==> config.mk <==
export PLATFORM = sky130hd
export DESIGN_NAME = rotated_canvas_size_and_margins_core
export DESIGN_NICKNAME = d
export VERILOG_FILES = /design/src/hw/rtl/rcsm_pkg.sv /design/src/hw/rtl/rcsm_trig.sv /design/src/hw/rtl/rcsm_span.sv /design/src/hw/rtl/rotated_canvas_size_and_margins_core.sv
export SDC_FILE = /design/constraint.sdc
export NUM_CORES = 2
export LEC_CHECK = 0
export BUFFER_PORTS_ARGS = -buffer_cell sky130_fd_sc_hd__buf_2
export CAP_MARGIN = 10
export CORE_UTILIZATION = 60
export CTS_CLUSTER_SIZE = 24
export DETAILED_ROUTE_END_ITERATION = 10
export HOLD_SLACK_MARGIN = 0.03
export MAX_ROUTING_LAYER = met4
export PLACE_DENSITY = 0.86
export SYNTH_ARGS = -nofsm -noshare
export SYNTH_HDL_FRONTEND = slang
export SYNTH_SLANG_ARGS = --single-unit
==> constraint.sdc <==
create_clock -name clk -period 8.1 [get_ports clk]
set_input_delay 0.405 -clock clk [delete_from_list [all_inputs] [get_ports clk]]
set_output_delay 0.405 -clock clk [all_outputs]
set_load 0.1 [all_outputs]
==> src/hw/rtl/rcsm_pkg.sv <==
// Package for the rotated canvas size and margins block.
// Holds the control struct, register indexes, angle constants and the
// elaboration-time quarter-wave sine used to build the lookup table.
`default_nettype none

package rcsm_pkg;

	localparam int ANGLE_W    = 9;    // rotation_degrees width
	localparam int DEG_W      = 7;    // folded angle 0..90
	localparam int TBL_DEPTH  = 91;   // quarter wave, 0..90 degrees
	localparam int CFG_DATA_W = 12;   // widest configuration register
	localparam int CFG_IDX_W  = 1;

	localparam logic [CFG_IDX_W-1:0] REG_IMAGE_WIDTH  = 1'b0;
	localparam logic [CFG_IDX_W-1:0] REG_IMAGE_HEIGHT = 1'b1;

	localparam logic [ANGLE_W-1:0] FULL_TURN = 9'd360;
	localparam logic [ANGLE_W-1:0] HALF_TURN = 9'd180;
	localparam logic [DEG_W:0]     HALF_TURN_N = 8'd180;
	localparam logic [DEG_W-1:0]   QTR_TURN  = 7'd90;

	localparam longint unsigned DEG_TO_RAD_Q40 = 64'd19190098069;
	localparam longint unsigned Q30_HALF       = 64'd536870912;

	// Load enables for the stages behind the input register.
	typedef struct packed {
		logic ld_s2;
		logic ld_s3;
		logic ld_out;
	} rcsm_ctl_t;

	function automatic longint unsigned mul_q30(input longint unsigned a,
		input longint unsigned b);
		return (a * b + Q30_HALF) >> 30;
	endfunction

	function automatic longint unsigned sub_sat(input longint unsigned a,
		input longint unsigned b);
		return (a >= b) ? a - b : 64'd0;
	endfunction

	// sin(r degrees) for r in 0..90, unsigned Q1.frac. Used only to build
	// constant tables at elaboration.
	function automatic longint unsigned quarter_sine(input int unsigned r,
		input int unsigned frac);
		longint unsigned x;
		longint unsigned x2;
		longint unsigned t;
		longint unsigned s;
		x  = (64'(r) * DEG_TO_RAD_Q40 + 64'd512) >> 10;
		x2 = mul_q30(x, x);
		t  = mul_q30(x, x2);
		t  = (t + 64'd3) / 64'd6;
		s  = sub_sat(x, t);
		t  = mul_q30(t, x2);
		t  = (t + 64'd10) / 64'd20;
		s  = s + t;
		t  = mul_q30(t, x2);
		t  = (t + 64'd21) / 64'd42;
		s  = sub_sat(s, t);
		t  = mul_q30(t, x2);
		t  = (t + 64'd36) / 64'd72;
		s  = s + t;
		t  = mul_q30(t, x2);
		t  = (t + 64'd55) / 64'd110;
		s  = sub_sat(s, t);
		t  = mul_q30(t, x2);
		t  = (t + 64'd78) / 64'd156;
		s  = s + t;
		t  = mul_q30(t, x2);
		t  = (t + 64'd105) / 64'd210;
		s  = sub_sat(s, t);
		return ((s >> (29 - frac)) + 64'd1) >> 1;
	endfunction

endpackage

`default_nettype wire

==> src/hw/rtl/rcsm_trig.sv <==
// Angle folding and sine/cosine lookup stage.
// Reduces the registered angle to 0..90 and registers |sin| and |cos|.
// Depends on rcsm_pkg.
`default_nettype none

module rcsm_trig #(
	parameter int FRAC_BITS = 16
) (
	input  wire                               clk,
	input  wire  rcsm_pkg::rcsm_ctl_t         ctl,
	input  wire  [rcsm_pkg::ANGLE_W-1:0]      angle_s1,
	output logic [FRAC_BITS:0]                sin_s2,
	output logic [FRAC_BITS:0]                cos_s2
);
	import rcsm_pkg::*;

	logic [FRAC_BITS:0] sine_tbl [0:TBL_DEPTH-1];
	logic [ANGLE_W-1:0] mod_angle;
	logic [DEG_W:0]     half_angle;
	logic [DEG_W-1:0]   fold_angle;
	logic [DEG_W-1:0]   comp_angle;

	for (genvar i = 0; i < TBL_DEPTH; i++) begin : g_tbl
		localparam longint unsigned Entry = quarter_sine(i, FRAC_BITS);
		assign sine_tbl[i] = Entry[FRAC_BITS:0];
	end

	always_comb begin
		if (angle_s1 >= FULL_TURN) begin
			mod_angle = angle_s1 - FULL_TURN;
		end else if (angle_s1 >= HALF_TURN) begin
			mod_angle = angle_s1 - HALF_TURN;
		end else begin
			mod_angle = angle_s1;
		end
		half_angle = mod_angle[DEG_W:0];
		// fold the second quadrant back onto the first
		if (half_angle > {1'b0, QTR_TURN}) begin
			fold_angle = DEG_W'(HALF_TURN_N - half_angle);
		end else begin
			fold_angle = half_angle[DEG_W-1:0];
		end
		comp_angle = QTR_TURN - fold_angle;
	end

	always_ff @(posedge clk) begin
		if (ctl.ld_s2) begin
			sin_s2 <= sine_tbl[fold_angle];
			cos_s2 <= sine_tbl[comp_angle];
		end
	end

endmodule

`default_nettype wire

==> src/hw/rtl/rcsm_span.sv <==
// Projection products, rounding and margin stage.
// Registers the four dimension-by-trig products, then the rounded canvas
// size and margins. Depends on rcsm_pkg.
`default_nettype none

module rcsm_span #(
	parameter int DIM_BITS  = 12,
	parameter int FRAC_BITS = 16
) (
	input  wire                         clk,
	input  wire  rcsm_pkg::rcsm_ctl_t   ctl,
	input  wire  [DIM_BITS-1:0]         image_width,
	input  wire  [DIM_BITS-1:0]         image_height,
	input  wire  [FRAC_BITS:0]          sin_s2,
	input  wire  [FRAC_BITS:0]          cos_s2,
	output logic [DIM_BITS:0]           canvas_width_q,
	output logic [DIM_BITS:0]           canvas_height_q,
	output logic [DIM_BITS-1:0]         margin_vertical_q,
	output logic [DIM_BITS-1:0]         margin_horizontal_q
);
	import rcsm_pkg::*;

	localparam int ProdW = DIM_BITS + FRAC_BITS + 1;
	localparam int SumW  = ProdW + 1;
	localparam logic [SumW-1:0] RoundHalf = SumW'(1) << (FRAC_BITS - 1);

	logic [ProdW-1:0]    wc_s3, hs_s3, ws_s3, hc_s3;
	logic [SumW-1:0]     sum_w, sum_h;
	logic [DIM_BITS:0]   canvas_w, canvas_h;
	logic [DIM_BITS+1:0] excess_w, excess_h;

	always_ff @(posedge clk) begin
		if (ctl.ld_s3) begin
			wc_s3 <= ProdW'(image_width * cos_s2);
			hs_s3 <= ProdW'(image_height * sin_s2);
			ws_s3 <= ProdW'(image_width * sin_s2);
			hc_s3 <= ProdW'(image_height * cos_s2);
		end
	end

	always_comb begin
		sum_w    = SumW'(wc_s3) + SumW'(hs_s3) + RoundHalf;
		sum_h    = SumW'(ws_s3) + SumW'(hc_s3) + RoundHalf;
		canvas_w = sum_w[FRAC_BITS+DIM_BITS:FRAC_BITS];
		canvas_h = sum_h[FRAC_BITS+DIM_BITS:FRAC_BITS];
		excess_w = (DIM_BITS+2)'(canvas_w) - (DIM_BITS+2)'(image_width) + 1'b1;
		excess_h = (DIM_BITS+2)'(canvas_h) - (DIM_BITS+2)'(image_height) + 1'b1;
	end

	always_ff @(posedge clk) begin
		if (ctl.ld_out) begin
			canvas_width_q  <= canvas_w;
			canvas_height_q <= canvas_h;
			// no margin on an axis where the canvas came out smaller
			margin_horizontal_q <= (canvas_w < (DIM_BITS+1)'(image_width)) ?
				'0 : excess_w[DIM_BITS:1];
			margin_vertical_q   <= (canvas_h < (DIM_BITS+1)'(image_height)) ?
				'0 : excess_h[DIM_BITS:1];
		end
	end

endmodule

`default_nettype wire

==> src/hw/rtl/rotated_canvas_size_and_margins_core.sv <==
// Top level: canvas size and margins for an image rotated by whole degrees.
// Instantiates rcsm_trig and rcsm_span; uses rcsm_pkg.
//
//   channel  dir  handshake             payload
//   in       in   in_valid / in_ready   rotation_degrees
//   out      out  out_valid / out_ready canvas_width, canvas_height,
//                                       margin_vertical, margin_horizontal
//   cfg      in   cfg_wr_en             cfg_index, cfg_data
//
// One item per cycle sustained while out is not stalled; the accepting edge
// loads the input register, then the sine/cosine lookup, the products and
// the rounded result are registered in turn, the last together with out_valid.
// Reset clears all valid bits and sets both image dimensions to 1.
// A stall on out backs up stage by stage; in_ready drops only when every
// stage holds an item and the output is not taken.
`default_nettype none

module rotated_canvas_size_and_margins_core #(
	parameter int DIM_BITS  = 12,
	parameter int FRAC_BITS = 16
) (
	input  wire                                  clk,
	input  wire                                  arst_n,
	input  wire                                  cfg_wr_en,
	input  wire  [rcsm_pkg::CFG_IDX_W-1:0]       cfg_index,
	input  wire  [rcsm_pkg::CFG_DATA_W-1:0]      cfg_data,
	input  wire                                  in_valid,
	output logic                                 in_ready,
	input  wire  [rcsm_pkg::ANGLE_W-1:0]         rotation_degrees,
	output logic                                 out_valid,
	input  wire                                  out_ready,
	output logic [DIM_BITS:0]                    canvas_width,
	output logic [DIM_BITS:0]                    canvas_height,
	output logic [DIM_BITS-1:0]                  margin_vertical,
	output logic [DIM_BITS-1:0]                  margin_horizontal
);
	import rcsm_pkg::*;

	logic [DIM_BITS-1:0] image_width_q;
	logic [DIM_BITS-1:0] image_height_q;
	logic [ANGLE_W-1:0]  angle_s1;
	logic                v_s1, v_s2, v_s3, out_valid_q;
	logic [FRAC_BITS:0]  sin_s2, cos_s2;
	rcsm_ctl_t           ctl;

	always_ff @(posedge clk or negedge arst_n) begin
		if (!arst_n) begin
			image_width_q  <= DIM_BITS'(1);
			image_height_q <= DIM_BITS'(1);
		end else if (cfg_wr_en) begin
			case (cfg_index)
				REG_IMAGE_WIDTH:  image_width_q  <= DIM_BITS'(cfg_data);
				REG_IMAGE_HEIGHT: image_height_q <= DIM_BITS'(cfg_data);
				default: ;
			endcase
		end
	end

	// a stage loads when it is empty or its item moves on this cycle
	always_comb begin
		ctl.ld_out = !out_valid_q || out_ready;
		ctl.ld_s3  = !v_s3 || ctl.ld_out;
		ctl.ld_s2  = !v_s2 || ctl.ld_s3;
		in_ready   = !v_s1 || ctl.ld_s2;
	end

	always_ff @(posedge clk or negedge arst_n) begin
		if (!arst_n) begin
			v_s1        <= 1'b0;
			v_s2        <= 1'b0;
			v_s3        <= 1'b0;
			out_valid_q <= 1'b0;
		end else begin
			if (in_ready) v_s1 <= in_valid;
			if (ctl.ld_s2) v_s2 <= v_s1;
			if (ctl.ld_s3) v_s3 <= v_s2;
			if (ctl.ld_out) out_valid_q <= v_s3;
		end
	end

	always_ff @(posedge clk) begin
		if (in_ready) begin
			angle_s1 <= rotation_degrees;
		end
	end

	rcsm_trig #(
		.FRAC_BITS(FRAC_BITS)
	) u_trig (
		.clk      (clk),
		.ctl      (ctl),
		.angle_s1 (angle_s1),
		.sin_s2   (sin_s2),
		.cos_s2   (cos_s2)
	);

	rcsm_span #(
		.DIM_BITS (DIM_BITS),
		.FRAC_BITS(FRAC_BITS)
	) u_span (
		.clk                 (clk),
		.ctl                 (ctl),
		.image_width         (image_width_q),
		.image_height        (image_height_q),
		.sin_s2              (sin_s2),
		.cos_s2              (cos_s2),
		.canvas_width_q      (canvas_width),
		.canvas_height_q     (canvas_height),
		.margin_vertical_q   (margin_vertical),
		.margin_horizontal_q (margin_horizontal)
	);

	assign out_valid = out_valid_q;

	a_ready_when_empty: assert property (@(posedge clk) disable iff (!arst_n)
		!v_s1 |-> in_ready)
		else $error("in_ready low with empty input stage");

	a_accept_fills_s1: assert property (@(posedge clk) disable iff (!arst_n)
		in_valid && in_ready |=> v_s1)
		else $error("accepted item missing from input stage");

	a_stall_holds_s1: assert property (@(posedge clk) disable iff (!arst_n)
		v_s1 && !in_ready |=> v_s1 && $stable(angle_s1))
		else $error("stalled item lost from input stage");

	a_margin_bound: assert property (@(posedge clk) disable iff (!arst_n)
		out_valid_q |-> (DIM_BITS+2)'(margin_horizontal) <=
			(((DIM_BITS+2)'(canvas_width) + 1'b1) >> 1))
		else $error("horizontal margin exceeds half the canvas");

endmodule

`default_nettype wire
==> run summary <==
The flow ran to the end, and the final reports show no timing, DRC or antenna violations. The die span in x is 266 um. By startpoint and endpoint, the worst setup path is classified as reg2reg.

Endpoint of the most critical register-to-register path: u_span.hc_s3[27]. By area, the combinational part of the netlist is dominated by adder cells. The gate count of the mapped netlist came out at 4685. The kind of capture point of the worst setup path is a flip-flop. The number of failing setup endpoints in the final timing report came out at 0. The tools report the placement row count as 96. The run gives 0 ns as the setup TNS after final layout.

The number of I/O port buffers was 78; the layout overhead on the synthesized area was 6.11%. Number of antenna violations at the first check in global routing: 1. Of all cell types, the one taking the most synthesized area is sky130_fd_sc_hd__fa_1. The first routing iteration left 3169 violations. The initial cell density of the core is 0.608.

The post-synthesis sequential element count was 237. TritonCTS built the clock tree. The net count of the mapped netlist was 5764; the minimum period implied by the final worst setup slack was 7.19 ns. The tools report the worst clock skew on the final layout as 0.0267 ns. Post-synthesis share of cell area spent on xor and xnor gates: 0.0293. Among all flip-flop cells after synthesis, the most frequent one is sky130_fd_sc_hd__edfxtp_1. In this run the standard cell core region covers 68700 um^2. The layout cell share with drive strength beyond 1 was 0.0633. The simple-gate share of the synthesized area was 0.160. The compound-cell area share of the yosys netlist was 0.113. The worst hold path belongs to the class in2reg. The worst setup path is launched from a flip-flop.

The share of Yosys cell area claimed by the top area cell type is 0.292. For the pin with the worst max-slew slack, the measured transition is 1.29 ns. The fraction of registers with async set/reset is 0.118, and the number of optimization iterations in the first detailed-route pass is 9. 79 I/O pins were placed. Once the clock tree was built, the resizer swapped 0 gates to a different size.

The tools report the number of pins with negative max-slew slack in the final report as 0. Across the run, the number of max-cap violations was 0. The mux contribution to synthesized area was 0.00527; the reg-to-reg setup timing slack was 0.91 ns. Summed over all layers, the global routing overflow is 0. In the routed design, unresolved DRC markers number 0. The floorplan die area was 70700 um^2; the yosys synthesis warning count was 0.

Counting cells, the worst reg-to-reg path comes to 22. Clock-pin slew was measured on the worst setup and hold paths at 0.06 ns. The number of synthesized flops with an enable pin was 209; the clock latency at the later pin of the worst-skew pair was 0.61 ns. For this design, the CTS-stage hold fixing added 13 buffers. Estimated wirelength of the detail-placed design: 87.2 mm. The share of synthesized cell area in full adder, half adder and majority cells is 0.425, and the y dimension of the die is 266 um. The distinct cell type count of the synthesized netlist is 102. Detail-routed net length per standard cell: 20.7 um.

The root buffer cell is sky130_fd_sc_hd__clkbuf_16. The count of nets left with antenna violations once routing finished came out at 0. Setup repair after global routing left no endpoint under its margin. The routability congestion estimate was 0.968; the number of global-route vias before repair was 36100.

The logs give 0.345 for the overall routing resource usage and 8.44 ns for the worst endpoint required time. Wires add up to 116 mm. The portion of the clock cycle consumed by the worst path in the final layout was 0.888; the relative max-transition margin was 0.139. A synthesized cell averages 8.92 um^2.

The clock passes through at most 3 buffers. CTS saw 237 sinks. The maximum level of the CTS H-tree was 1.

The tools report the end of the worst hold path as image_width_q[10]. Timing would allow up to 139 MHz. The wire length of the first global-routing pass was 187 mm.

Entering global routing, the biggest net connects 68 pins. The sequential-to-total area share from yosys stat was 0.167. The net count of the finished layout is 5729.

Detailed routing inserted a total of 34300 vias. In the post-synthesis netlist, the biggest area contributors are sky130_fd_sc_hd__fa_1 (29%), sky130_fd_sc_hd__edfxtp_1 (15%), sky130_fd_sc_hd__ha_1 (13%). The number of buffers added for setup after CTS was 0; the highest fanout seen on the critical path was 24. Vias per cell: 6.11.

The data arrival at the endpoint of the critical path was 7.53 ns; the instance count along the most critical hold path was 3. The final-report hold violation count is 0. Clock tree synthesis inserted a total of 30 buffers.

The synthesized netlist occupies a cell area of 41800 um^2. The beginning of the worst register-to-register path is u_trig.cos_s2[4]. Beginning of the worst hold path: cfg_data[10].
cells by family (layout without fill, tap and decap cells):
logic type / after synthesis / in the layout
compound gates: 701 / 701
buf+inv: 1108 / 1097
mux: 20 / 20
other cells: 0 / 1
fa+ha+maj: 1052 / 1052
flops: 237 / 237
xor+xnor: 139 / 139
simple gates: 1428 / 1428
placed cells by master (no fill, tap or decap), types with 57 or more instances in the layout:
master                     Yosys  final
sky130_fd_sc_hd__inv_1       848    847
sky130_fd_sc_hd__nand2_1     699    698
sky130_fd_sc_hd__fa_1        610    610
sky130_fd_sc_hd__ha_1        442    442
sky130_fd_sc_hd__and2_1      289    289
sky130_fd_sc_hd__edfxtp_1    209    209
sky130_fd_sc_hd__nor2_1      180    179
sky130_fd_sc_hd__a21oi_1     176    176
sky130_fd_sc_hd__o21ai_0     144    144
sky130_fd_sc_hd__xnor2_1     104    104
sky130_fd_sc_hd__buf_4         3     98
sky130_fd_sc_hd__buf_2        25     78
sky130_fd_sc_hd__nor3_1       61     61
sky130_fd_sc_hd__nand3_1      57     57
Yosys cell counts, drive strengths merged (6+ instances only):
master and number:
or3 20, a211oi 34, o21ai 147, a311oi 12, nor2b 22, a21oi 182, nand4 11, a21o 44
xor2 34, nor3 62, o21bai 10, nor2 182, xnor2 105, a2111oi 8, a211o 8, a221o 10
and2 291, a221oi 19, nor4 8, mux2 16, fa 610, o22ai 18, nand3 58, or2 8
a2bb2oi 6, a31oi 24, and3 22, o2111ai 16, buf 31, ha 442, o21a 21, dfrtp 26
o221ai 12, o31ai 9, a22oi 8, o211ai 42, edfxtp 209, nand2b 23, clkbuf 225, nand2 699
a21boi 9, o311ai 8, inv 850
worst max-delay path by stage:
| stage | start | end | cells after the start |
|---|---|---|---|
| after floorplan | angle_s1[0] | u_trig.cos_s2[2] | 24 |
| after global placement | u_trig.cos_s2[3] | u_span.hc_s3[27] | 22 |
| after detailed placement | u_trig.cos_s2[3] | u_span.hc_s3[27] | 22 |
| after CTS | u_trig.cos_s2[3] | u_span.hc_s3[27] | 22 |
| after global routing | u_trig.cos_s2[3] | u_span.hc_s3[27] | 22 |
| final | u_trig.cos_s2[4] | u_span.hc_s3[27] | 22 |
through the flow:
step | hold slack [ns] | setup slack [ns] | area (um^2) | std cells | utilization
3_5_place_dp | 0.470 | 0.943 | 43100 | 5536 | 0.627
2_1_floorplan | 0.109 | 1.83 | 41800 | 4685 | -
6_report | 0.0555 | 0.907 | 44300 | 5606 | 0.645
4_1_cts | 0.0312 | 0.881 | 44300 | 5605 | 0.645
3_3_place_gp | 0.452 | 1.03 | 43100 | 5536 | 0.627
5_1_grt | 0.0470 | 0.391 | 44300 | 5606 | 0.645
layer usage:
metal  up-vias  GRT usage  part of all wire
li1      15000          -                 -
met1     16800      0.405              0.37
met2      1973      0.568              0.48
met3       515     0.0645             0.097
met4         0      0.176             0.057
met5         -          -                 0
cell type report:
type	instances	area, um^2
well taps	931	1160
clock inverters	15	234
repair buffers	189	1260
flip-flops and latches	237	6980
multi-input cells	3340	30600
clock buffers	41	863
fillers	5342	24400
inverters	852	3200
diodes	1	2.50
critical path, stage by stage, from the launching register on:
cell	delay [ns]
sky130_fd_sc_hd__edfxtp_1	1.03
sky130_fd_sc_hd__nand2_1	0.16
sky130_fd_sc_hd__fa_1	0.46
sky130_fd_sc_hd__fa_1	0.53
sky130_fd_sc_hd__fa_1	0.54
sky130_fd_sc_hd__inv_1	0.05
sky130_fd_sc_hd__fa_1	0.49
sky130_fd_sc_hd__inv_1	0.05
sky130_fd_sc_hd__fa_1	0.48
sky130_fd_sc_hd__inv_1	0.04
sky130_fd_sc_hd__ha_1	0.35
sky130_fd_sc_hd__and4_1	0.21
sky130_fd_sc_hd__a211oi_1	0.20
sky130_fd_sc_hd__o21ai_0	0.24
sky130_fd_sc_hd__a211oi_1	0.35
sky130_fd_sc_hd__nor2_1	0.15
sky130_fd_sc_hd__o41ai_1	0.56
sky130_fd_sc_hd__o2111ai_1	0.22
sky130_fd_sc_hd__o211ai_1	0.26
sky130_fd_sc_hd__o211a_1	0.22
sky130_fd_sc_hd__o21bai_1	0.07
sky130_fd_sc_hd__a21oi_1	0.17
sky130_fd_sc_hd__xnor2_1	0.08
sequential cells by signal (all words and copies together) (netlist names):
signal	flops
u_span.wc_s3	29
v_s1	1
u_span.margin_horizontal_q	12
u_span.hs_s3	29
out_valid	1
u_trig.sin_s2	17
angle_s1	9
v_s2	1
u_span.hc_s3	29
u_span.margin_vertical_q	12
image_width_q	12
u_trig.cos_s2	17
u_span.canvas_height_q	13
u_span.ws_s3	29
v_s3	1
u_span.canvas_width_q	13
image_height_q	12
Power is left out: the tool's default activity adds up to more than one toggle a clock period on the data nets, which glitch-free logic cannot reach.
